<file path="src/rtl/spq_pkg.sv">
// spq_pkg: shared types and constants of the sorted insert priority queue
// request and response payloads, status codes, controller states and commands
// no dependencies
`timescale 1ns / 1ps
`default_nettype none

package spq_pkg;

    localparam int PRIO_W = 8;
    localparam int TAG_W  = 16;
    localparam int OCC_W  = 8;

    localparam logic REQ_INSERT = 1'b0;
    localparam logic REQ_REMOVE = 1'b1;

    typedef enum logic [1:0] {
        ST_INSERTED = 2'd0,
        ST_FULL     = 2'd1,
        ST_REMOVED  = 2'd2,
        ST_EMPTY    = 2'd3
    } t_status;

    typedef struct packed {
        logic              req_type;
        logic [PRIO_W-1:0] entry_priority;
        logic [TAG_W-1:0]  entry_tag;
    } t_req;

    typedef struct packed {
        t_status           status;
        logic [PRIO_W-1:0] head_priority;
        logic [TAG_W-1:0]  head_tag;
        logic [OCC_W-1:0]  occupancy;
    } t_rsp;

    typedef struct packed {
        logic [PRIO_W-1:0] prio;
        logic [TAG_W-1:0]  tag;
    } t_entry;

    typedef enum logic [2:0] {
        S_IDLE,
        S_INS_SH,
        S_INS_LAST,
        S_RM_HEAD,
        S_RM_SH,
        S_FINISH
    } t_state;

    typedef enum logic [2:0] {
        RA_ZERO,
        RA_ONE,
        RA_TOP,
        RA_DOWN,
        RA_UP
    } t_rd_sel;

    typedef enum logic [2:0] {
        WR_NONE,
        WR_SHIFT_UP,
        WR_NEW_ABOVE,
        WR_NEW_HEAD,
        WR_SHIFT_DOWN
    } t_wr_sel;

    typedef enum logic [2:0] {
        IDX_HOLD,
        IDX_TOP,
        IDX_ONE,
        IDX_DEC,
        IDX_INC
    } t_idx_op;

    typedef struct packed {
        logic    load;
        t_rd_sel rd_sel;
        t_wr_sel wr_sel;
        t_idx_op idx_op;
        logic    cap_head;
        logic    commit;
    } t_cmd;

    typedef struct packed {
        logic req_remove;
        logic full;
        logic empty;
        logic gt;
        logic idx_zero;
        logic idx_last;
        logic count_one;
        logic out_free;
    } t_stat;

endpackage

`default_nettype wire

</file>
<file path="src/rtl/spq_ram.sv">
// spq_ram: generic simple dual port ram, one write and one registered read
// no dependencies
`timescale 1ns / 1ps
`default_nettype none

module spq_ram #(
    parameter int WIDTH = 24,
    parameter int DEPTH = 128
) (
    input  wire logic                     i_clk,
    input  wire logic                     i_we,
    input  wire logic [$clog2(DEPTH)-1:0] i_waddr,
    input  wire logic [WIDTH-1:0]         i_wdata,
    input  wire logic [$clog2(DEPTH)-1:0] i_raddr,
    output logic      [WIDTH-1:0]         o_rdata
);

    logic [WIDTH-1:0] r_mem [DEPTH];
    logic [WIDTH-1:0] r_rdata;

    always_ff @(posedge i_clk) begin
        if (i_we) begin
            r_mem[i_waddr] <= i_wdata;
        end
        r_rdata <= r_mem[i_raddr];
    end

    assign o_rdata = r_rdata;

endmodule

`default_nettype wire

</file>
<file path="src/rtl/spq_ctrl.sv">
// spq_ctrl: sequencer for insert scans and remove shifts
// depends on spq_pkg
`timescale 1ns / 1ps
`default_nettype none

module spq_ctrl
    import spq_pkg::*;
(
    input  wire logic  i_clk,
    input  wire logic  i_rst_n,
    input  wire logic  i_in_valid,
    output logic       o_in_ready,
    input  wire t_stat i_stat,
    output t_cmd       o_cmd
);

    t_state r_state;
    t_state n_state;

    always_ff @(posedge i_clk) begin
        if (!i_rst_n) begin
            r_state <= S_IDLE;
        end else begin
            r_state <= n_state;
        end
    end

    // next state
    always_comb begin
        n_state = r_state;
        case (r_state)
            S_IDLE: begin
                if (i_in_valid) begin
                    if (i_stat.req_remove) begin
                        n_state = i_stat.empty ? S_FINISH : S_RM_HEAD;
                    end else if (i_stat.full) begin
                        n_state = S_FINISH;
                    end else if (i_stat.empty) begin
                        n_state = S_INS_LAST;
                    end else begin
                        n_state = S_INS_SH;
                    end
                end
            end
            S_INS_SH: begin
                if (!i_stat.gt) begin
                    n_state = S_FINISH;
                end else if (i_stat.idx_zero) begin
                    n_state = S_INS_LAST;
                end
            end
            S_INS_LAST: begin
                n_state = S_FINISH;
            end
            S_RM_HEAD: begin
                n_state = i_stat.count_one ? S_FINISH : S_RM_SH;
            end
            S_RM_SH: begin
                if (i_stat.idx_last) begin
                    n_state = S_FINISH;
                end
            end
            S_FINISH: begin
                if (i_stat.out_free) begin
                    n_state = S_IDLE;
                end
            end
            default: begin
                n_state = S_IDLE;
            end
        endcase
    end

    // commands
    always_comb begin
        o_in_ready      = 1'b0;
        o_cmd.load      = 1'b0;
        o_cmd.rd_sel    = RA_ZERO;
        o_cmd.wr_sel    = WR_NONE;
        o_cmd.idx_op    = IDX_HOLD;
        o_cmd.cap_head  = 1'b0;
        o_cmd.commit    = 1'b0;
        case (r_state)
            S_IDLE: begin
                o_in_ready = 1'b1;
                if (i_in_valid) begin
                    o_cmd.load = 1'b1;
                    if (i_stat.req_remove) begin
                        o_cmd.rd_sel = RA_ZERO;
                    end else begin
                        o_cmd.rd_sel = RA_TOP;
                        o_cmd.idx_op = IDX_TOP;
                    end
                end
            end
            S_INS_SH: begin
                if (i_stat.gt) begin
                    o_cmd.wr_sel = WR_SHIFT_UP;
                    if (!i_stat.idx_zero) begin
                        o_cmd.rd_sel = RA_DOWN;
                        o_cmd.idx_op = IDX_DEC;
                    end
                end else begin
                    o_cmd.wr_sel = WR_NEW_ABOVE;
                end
            end
            S_INS_LAST: begin
                o_cmd.wr_sel = WR_NEW_HEAD;
            end
            S_RM_HEAD: begin
                o_cmd.cap_head = 1'b1;
                o_cmd.rd_sel   = RA_ONE;
                o_cmd.idx_op   = IDX_ONE;
            end
            S_RM_SH: begin
                o_cmd.wr_sel = WR_SHIFT_DOWN;
                if (!i_stat.idx_last) begin
                    o_cmd.rd_sel = RA_UP;
                    o_cmd.idx_op = IDX_INC;
                end
            end
            S_FINISH: begin
                o_cmd.commit = i_stat.out_free;
            end
            default: begin
                o_in_ready = 1'b0;
            end
        endcase
    end

endmodule

`default_nettype wire

</file>
<file path="src/rtl/spq_dp.sv">
// spq_dp: slot ram, scan index, entry count, result and output registers
// depends on spq_pkg and spq_ram
`timescale 1ns / 1ps
`default_nettype none

module spq_dp
    import spq_pkg::*;
#(
    parameter int DEPTH = 128
) (
    input  wire logic i_clk,
    input  wire logic i_rst_n,
    input  wire t_req i_in_data,
    input  wire t_cmd i_cmd,
    output t_stat     o_stat,
    output logic      o_out_valid,
    input  wire logic i_out_ready,
    output t_rsp      o_out_data
);

    localparam int AW = $clog2(DEPTH);
    localparam int CW = $clog2(DEPTH + 1);
    localparam int EW = $bits(t_entry);

    t_req              r_req;
    logic [AW-1:0]     r_idx;
    logic [AW-1:0]     n_idx;
    logic [CW-1:0]     r_count;
    logic [CW-1:0]     n_count;
    t_status           r_status;
    logic [PRIO_W-1:0] r_hp;
    logic [TAG_W-1:0]  r_ht;
    logic              r_out_valid;
    t_rsp              r_out_data;

    logic [AW-1:0]     top_idx;
    logic [AW-1:0]     raddr;
    logic [AW-1:0]     waddr;
    logic              we;
    t_entry            wdata;
    t_entry            rdata;
    t_entry            new_entry;
    logic [EW-1:0]     rdata_raw;
    logic              full;
    logic              empty;

    assign top_idx = AW'(r_count - 1'b1);
    assign full    = (r_count == CW'(DEPTH));
    assign empty   = (r_count == '0);
    assign rdata   = t_entry'(rdata_raw);

    assign new_entry.prio = r_req.entry_priority;
    assign new_entry.tag  = r_req.entry_tag;

    // read address
    always_comb begin
        case (i_cmd.rd_sel)
            RA_ZERO: raddr = '0;
            RA_ONE:  raddr = AW'(1);
            RA_TOP:  raddr = top_idx;
            RA_DOWN: raddr = r_idx - 1'b1;
            RA_UP:   raddr = r_idx + 1'b1;
            default: raddr = '0;
        endcase
    end

    // write port
    always_comb begin
        we    = 1'b1;
        waddr = r_idx + 1'b1;
        wdata = rdata;
        case (i_cmd.wr_sel)
            WR_SHIFT_UP: begin
                waddr = r_idx + 1'b1;
                wdata = rdata;
            end
            WR_NEW_ABOVE: begin
                waddr = r_idx + 1'b1;
                wdata = new_entry;
            end
            WR_NEW_HEAD: begin
                waddr = '0;
                wdata = new_entry;
            end
            WR_SHIFT_DOWN: begin
                waddr = r_idx - 1'b1;
                wdata = rdata;
            end
            default: begin
                we = 1'b0;
            end
        endcase
    end

    spq_ram #(
        .WIDTH (EW),
        .DEPTH (DEPTH)
    ) u_ram (
        .i_clk   (i_clk),
        .i_we    (we),
        .i_waddr (waddr),
        .i_wdata (wdata),
        .i_raddr (raddr),
        .o_rdata (rdata_raw)
    );

    // scan index
    always_comb begin
        case (i_cmd.idx_op)
            IDX_TOP:  n_idx = top_idx;
            IDX_ONE:  n_idx = AW'(1);
            IDX_DEC:  n_idx = r_idx - 1'b1;
            IDX_INC:  n_idx = r_idx + 1'b1;
            default:  n_idx = r_idx;
        endcase
    end

    // count after the request
    always_comb begin
        case (r_status)
            ST_INSERTED: n_count = r_count + 1'b1;
            ST_REMOVED:  n_count = r_count - 1'b1;
            default:     n_count = r_count;
        endcase
    end

    always_ff @(posedge i_clk) begin
        r_idx <= n_idx;
        if (i_cmd.load) begin
            r_req <= i_in_data;
            r_hp  <= '0;
            r_ht  <= '0;
            if (i_in_data.req_type == REQ_REMOVE) begin
                r_status <= empty ? ST_EMPTY : ST_REMOVED;
            end else begin
                r_status <= full ? ST_FULL : ST_INSERTED;
            end
        end else if (i_cmd.cap_head) begin
            r_hp <= rdata.prio;
            r_ht <= rdata.tag;
        end
        if (i_cmd.commit) begin
            r_out_data.status        <= r_status;
            r_out_data.head_priority <= r_hp;
            r_out_data.head_tag      <= r_ht;
            r_out_data.occupancy     <= OCC_W'(n_count);
        end
    end

    always_ff @(posedge i_clk) begin
        if (!i_rst_n) begin
            r_count     <= '0;
            r_out_valid <= 1'b0;
        end else begin
            if (i_cmd.commit) begin
                r_count     <= n_count;
                r_out_valid <= 1'b1;
            end else if (i_out_ready) begin
                r_out_valid <= 1'b0;
            end
        end
    end

    assign o_stat.req_remove = (i_in_data.req_type == REQ_REMOVE);
    assign o_stat.full       = full;
    assign o_stat.empty      = empty;
    assign o_stat.gt         = (rdata.prio > r_req.entry_priority);
    assign o_stat.idx_zero   = (r_idx == '0);
    assign o_stat.idx_last   = (r_idx == top_idx);
    assign o_stat.count_one  = (r_count == CW'(1));
    assign o_stat.out_free   = !r_out_valid || i_out_ready;

    assign o_out_valid = r_out_valid;
    assign o_out_data  = r_out_data;

endmodule

`default_nettype wire

</file>
<file path="src/rtl/sorted_insert_priority_queue_unit.sv">
// sorted_insert_priority_queue_unit: top level of the sorted insert priority queue
// depends on spq_pkg, spq_ctrl, spq_dp (which holds spq_ram)
//
//   channel   direction  handshake                 payload
//   request   in         i_in_valid / o_in_ready   i_in_data  (t_req)
//   response  out        o_out_valid / i_out_ready o_out_data (t_rsp)
//
// one request at a time; the slot ram has one write and one registered read port
// insert: shift greater entries up a slot from the top down, then write the new entry
// remove: capture the head, shift the rest down; full or empty requests only respond
// reset clears the entry count and output valid; slot contents need no clearing
// a response waiting in the output register stalls only the finish of the next request
`timescale 1ns / 1ps
`default_nettype none

module sorted_insert_priority_queue_unit
    import spq_pkg::*;
#(
    parameter int DEPTH = 128
) (
    input  wire logic i_clk,
    input  wire logic i_rst_n,
    input  wire logic i_in_valid,
    output logic      o_in_ready,
    input  wire t_req i_in_data,
    output logic      o_out_valid,
    input  wire logic i_out_ready,
    output t_rsp      o_out_data
);

    t_cmd  cmd;
    t_stat stat;

    spq_ctrl u_ctrl (
        .i_clk      (i_clk),
        .i_rst_n    (i_rst_n),
        .i_in_valid (i_in_valid),
        .o_in_ready (o_in_ready),
        .i_stat     (stat),
        .o_cmd      (cmd)
    );

    spq_dp #(
        .DEPTH (DEPTH)
    ) u_dp (
        .i_clk       (i_clk),
        .i_rst_n     (i_rst_n),
        .i_in_data   (i_in_data),
        .i_cmd       (cmd),
        .o_stat      (stat),
        .o_out_valid (o_out_valid),
        .i_out_ready (i_out_ready),
        .o_out_data  (o_out_data)
    );

endmodule

`default_nettype wire

</file>
<file path="config.mk">
export PLATFORM = sky130hd
export DESIGN_NAME = sorted_insert_priority_queue_unit
export DESIGN_NICKNAME = d
export VERILOG_FILES = /design/src/rtl/spq_pkg.sv /design/src/rtl/spq_ram.sv /design/src/rtl/spq_ctrl.sv /design/src/rtl/spq_dp.sv /design/src/rtl/sorted_insert_priority_queue_unit.sv
export SDC_FILE = /design/constraint.sdc
export NUM_CORES = 2
export LEC_CHECK = 0
export BUFFER_PORTS_ARGS = -buffer_cell sky130_fd_sc_hd__buf_2
export CORE_MARGIN = 2
export CORE_UTILIZATION = 25
export DETAILED_ROUTE_END_ITERATION = 7
export PLACE_DENSITY_LB_ADDON = 0.25
export SYNTH_ARGS = -nofsm -noshare
export SYNTH_HDL_FRONTEND = slang
export SYNTH_HIERARCHICAL = 1
export SYNTH_SLANG_ARGS = --single-unit
export TNS_END_PERCENT = 5
</file>
<file path="constraint.sdc">
create_clock -name i_clk -period 10 [get_ports i_clk]
set_input_delay 0.5 -clock i_clk [delete_from_list [all_inputs] [get_ports i_clk]]
set_output_delay 0.5 -clock i_clk [all_outputs]
set_load 0.02 [all_outputs]
</file>
# After elaboration in Yosys (flattened, before gate mapping)
# Memory sizes are Yosys's and may differ from the RTL's. A register that Yosys moved wholly into a read port is not among the register bits.
# Cells that the tools add are included.
[classes]
addsub = 4
n_eq_ne = 25
n_mux = 39
n_lt_le_gt_ge = 1
n_reduce_logical = 11
[ops]
columns = ["cell", "count"]
rows = [
  ["case mux 7 bit (4 select lines)", 2],
  ["two-way mux 3 bit", 10],
  ["== test 3 x 2 -> 1 bit, second input constant", 8],
  ["two-way mux 24 bit", 1],
  ["case mux 3 bit (4 select lines)", 2],
  ["case mux 3 bit (6 select lines)", 1],
  ["case mux 8 bit (2 select lines)", 1],
  ["== test 3 bit, second input constant", 5],
  ["case mux 7 bit (2 select lines)", 1],
  ["two-way mux 1 bit", 13],
  ["== test 3 x 1 -> 1 bit, second input constant", 4],
  ["two-way mux 2 bit", 6],
  ["case mux 3 bit (3 select lines)", 1],
  ["adder 8 x 1 -> 8 bit, second input constant", 1],
  ["== test 8 x 1 -> 1 bit, second input constant", 1],
  ["== test 8 bit, second input constant", 1],
  ["greater-than comparator 8 bit", 1],
  ["logical NOT 8 bit", 1],
  ["subtractor 8 x 1 -> 8 bit, second input constant", 1],
  ["adder 7 x 1 -> 7 bit, second input constant", 1],
  ["== test 7 bit", 1],
  ["logical NOT 7 bit", 1],
  ["subtractor 7 x 1 -> 7 bit, second input constant", 1],
  ["two-way mux 4 bit", 1],
  ["13 further kinds", 14],
]
[word_totals]
in_bits = 29
wordCells = 94
mem_bits_rw = 3072
regBits = 103
memories = 1
output_inout_bits = 36
[mem_list]
columns = ["memory", "words", "word_bits", "rd", "rd_ports_with_merged_regs", "wr", "line_no", "text"]
rows = [
  ["u_dp.u_ram.r_mem", 128, 24, 1, 1, 1, "spq_ram.sv:18", "logic [WIDTH-1:0] r_mem [DEPTH];"],
]

# Logic depth before layout (Yosys ltp)
[depth]
depth_word = 8
ltp_mapped = 23
mapped_depth_nobuf = 17

# Hierarchy
# Netlist, hierarchy kept.
[by_module_without_submodules]
columns = ["module", "cells_per_inst", "area_each_um2", "seq_area_each_um2", "instances"]
rows = [
  ["spq_ram", 4538, 117381.3, 92728.9, 1],
  ["spq_dp", 436, 5049.8, 2672.6, 1],
  ["spq_ctrl", 58, 402.9, 60.1, 1],
]

# Worst setup path after synthesis
# No wires, ideal clock.
[synth_path]
path_kind = "register -> register"
from = "register u_dp.r_req (netlist bit u_dp/new_entry[17])"
to = "memory u_dp.u_ram.r_mem[0][16], data pin"
period_less_slack_ps = 8231
t_required_ps = 8801
slack_ps = 1769
setup_ps = 1199
path_stages_with_launch = 14
arrival_ps = 7033
path_buffers = 1
path_cell_list = "edfxtp_1 > inv_1 > ha_1 > nor2b_1 > o21ai_0 > nand2b_1 > a21oi_1 > o31ai_1 > inv_1 > nand2_1 > a21oi_1 > nor2b_1 > clkbuf_1 > o21ai_0"
[synth_lines]
columns = ["element", "line_no", "text"]
rows = [
  ["from (decl)", "spq_dp.sv:25", "t_req r_req;"],
  ["from (signal assigned)", "spq_dp.sv:130", "r_req <= i_in_data;"],
  ["to (decl)", "spq_ram.sv:18", ""],
]

==> results.toml <==
[detailed_routing]
vias = 56850
drc_errors = 0
drt.antenna.violating_nets = 0
drt_iter0_markers = 6847
drt-total-wl_mm = 365.9
viasPerCell = 4.666
wl_per_cell_um = 30.03
first_pass_iters = 5

[die]
num_rows = 257
die_h_um = 705.0
die_w_um = 705.0
die-area_um2 = 497000
ios = 65
coreArea_um2 = 489700
start_util_pct = 25.08

[worst_hold_path]
hp-class = "primary input to flip-flop"

[layout]
drive_above_1_share_pct = 34.98
fin_util_pct = 29.46
fin_area_um2 = 144300
area_growth_pct = 17.46
fin_nets = 5469

[power_and_ir_drop]
p_leak_nw = 42.50
p_comb_share_pct = 42.6
swShare_pct = 37.32
ir_worst_vdd_mv = 0.4486
p_switching_mw = 20.09
power_density_nw_per_um2 = 373.2
clkPwrFrac_pct = 22.6
pwr-share-seq_pct = 34.8
internal_power_mw = 33.74

[worst_setup_path]
slowest_stage = "o22ai_4"
cp.arrival_ns = 8.35
max_stage_delay_ns = 0.97
worst-path-buf-inv = 5
critical_path_required_ns = 10.80
path_delay_family = "multiplexers"
startpoint_type = "flip-flop"
critPathKind = "flip-flop to flip-flop"
crit_path_end_kind = "flip-flop"
crit_path_max_fanout = 31
path_cells = "inv_1, ha_1, nor3b_1, xnor2_1, xnor2_1, nor4_2, nor2b_1, buf_4, nand3_1, o21a_1, o22ai_4, buf_12, buf_4, buf_4, mux4_2, mux4_2, mux4_2, mux2_2"

[timing]
fin_crit_ns = 7.554
slew_viol_final = 0
skew_ns = 0.04653
setup_tns_ns = 0
relSlewSlack_pct = 11.08
hold_viol_final = 0
post-route-period-util_pct = 75.54
setup_viol_count_final = 0
rsz0062_at_grt = "false"
tightest_slew_ns = 1.334
clock.fmax_mhz = 132.4

[logic_synthesis]
yosysWarnings = 6
synth-edff-count = 3139
synth_fa_ha_area_share_pct = 0.1528
synth_top_area_share_pct = 76.74
yosys.area_share.xor_xnor_pct = 0.2995
ys_ff_latch = 3199
async_flop_share_pct = 0
synth_area_um2 = 122800
synthMuxAreaShare_pct = 19.17
synth_area_leaders = "edfxtp_1 77%, mux4_2 18%, dfxtp_1 0.98%"
synth_top_family_by_area = "multiplexers"
synth_area_leader_cell = "edfxtp_1"
synthSimpleGateAreaFrac_pct = 1.185
synth_flop_cell = "edfxtp_1"
synth.avg_cell_area_um2 = 24.41
synth_fp_nets = 5076
synth_compound_area_share_pct = 0.4451
yosysSeqAreaShare_pct = 77.72
synthCells = 5032
ys_types = 67

[run]
maxCapViolations = 0

[grt]
overflow = 0
grt_pass1_vias = 58850
grtUsageTotal_pct = 14.38
grt_max_degree = 110
grt_antenna_before_repair = 54
grt_pass1_wl_mm = 500.6

[clocking]
numCtsBuffers = 341
post-cts-setup-buffers = 0
ctsRootBufferMaster = "clkbuf_16"
cts_tree = "built"
path_clk_slew_ns = 0.06
insertion_delay_ns = 0.93
h-tree-depth = 5
clock-sinks = 3199
cts_buffer_depth = 4

[place]
dp_hpwl_mm = 210.3
port_buffers = 64
gp_congestion = 0.7738
place_area_um2 = 133400

[outcome]
status = "complete, no violations"
## routing by layer
| layer | wire length, µm | global-route usage [%] | up-vias |
|---|---|---|---|
| met1 | 158200 | 20.20 | 31870 |
| met5 | 56 | 0 | - |
| li1 | - | - | 22560 |
| met3 | 24760 | 2.441 | 443 |
| met2 | 174700 | 23.38 | 1971 |
| met4 | 8146 | 3.201 | 8 |
## layout by cell type, fill, tap and decap left out, types with 19 or more instances in the layout
cell / count
nor2_1: 51
dlygate4sd3_1: 27
xnor2_1: 28
mux4_2: 1008
mux2_4: 24
bufinv_16: 19
clkbuf_16: 348
buf_4: 210
clkinv_1: 69
dfxtp_1: 60
edfxtp_1: 3139
buf_12: 30
clkbuf_1: 72
mux2_2: 26
nor2_4: 119
buf_2: 64
clkinv_2: 70
mux2i_1: 28
inv_1: 19
nand2_1: 32
## worst paths after layout
check                          startpoint                        endpoint  slack (ns)  cells past startpoint
max          u_dp/r_count[0]$_SDFFE_PN0P_  u_dp/u_ram/o_rdata[20]$_DFF_P_        2.45                     18
min                           i_out_ready   u_dp/o_out_valid$_SDFFE_PN0P_        0.16                      3
max reg2reg  u_dp/r_count[0]$_SDFFE_PN0P_  u_dp/u_ram/o_rdata[20]$_DFF_P_        2.45                     18
min reg2reg    u_dp/r_ht[14]$_SDFFE_PP0P_   u_dp/o_out_data[22]$_DFFE_PP_        0.43                      0
## logic make-up (layout without fill, tap and decap cells)
group           count (synthesis)  after routing
flops                        3199           3199
mux                          1086           1086
simple gates                  312            312
buf+inv                       301            961
compound gates                 77             77
xor+xnor                       42             42
fa+ha+maj                      15             15
other cells                     0             16
## power groups by stage
stage	Sequential, mW	Clock, mW	Combinational (mW)
floorplan	18.8	0	13.0
global placement	19.0	0	23.2
detailed placement	19.0	0	23.5
CTS	18.7	12.4	23.5
global route	18.8	12.9	24.1
finish	18.7	12.1	23.0
## cell usage after synthesis, drive strengths merged, types with 3 or more instances
cell	n
nor3	14
and2	9
nand3	20
xor2	14
nor4	3
mux2i	28
o22a	3
o22ai	11
nor2b	17
inv	19
and3b	3
xnor2	28
a21oi	14
buf	107
nor2	171
clkbuf	174
nand2b	13
o221ai	3
and3	4
ha	15
nand2	35
nand4	6
a221oi	7
mux2	50
o21a	7
dfxtp	60
edfxtp	3139
nor3b	5
a21boi	3
mux4	1008
o32a	3
o21ai	11
## tightest hold or removal path, stage by stage
cell and delay, ns:
buf_2 0.08, nand2b_1 0.25, a21boi_0 0.18
## final cells by class
class | instances | area [µm²]
Clock inverter | 180 | 1430
Timing Repair Buffer | 331 | 2768
Multi-Input combinational cell | 1532 | 27280
Tap cell | 6475 | 8102
Sequential cell | 3199 | 95460
Clock buffer | 430 | 9116
Fill cell | 47040 | 345500
Antenna cell | 16 | 40.04
Inverter | 20 | 75.07
## metrics by stage
| stage | setup WS, ns | total power [mW] | instances | hold slack (ns) |
|---|---|---|---|---|
| global placement | 2.497 | 42.19 | 11530 | 0.4130 |
| global route | 2.073 | 55.84 | 12170 | 0.1670 |
| floorplan | 1.769 | 31.79 | 5032 | 0.4076 |
| detailed placement | 2.427 | 42.50 | 11530 | 0.4193 |
| finish | 2.446 | 53.84 | 12180 | 0.1604 |
| CTS | 2.414 | 54.69 | 12170 | 0.1048 |
## state kept, by name, summed over array words and instances, names as in the netlist
name and count:
u_dp/r_status 2, u_dp/o_out_valid 1, u_dp/new_entry 24, u_dp/r_hp 8, u_dp/r_idx 7, u_dp/r_count 8
u_dp/r_ht 16, u_ctrl/r_state 3, u_dp/o_out_data 34, u_dp/u_ram/o_rdata 24, u_dp/u_ram/r_mem 3072
## what timing repair did
action | CTS | global route
setup endpoints to repair | 0 | 0
resized for setup | 0 | 0
hold buffers | 27 | 0
hold endpoints to repair | 38 | 0
Note: power is estimated with default switching activity, not from simulation.
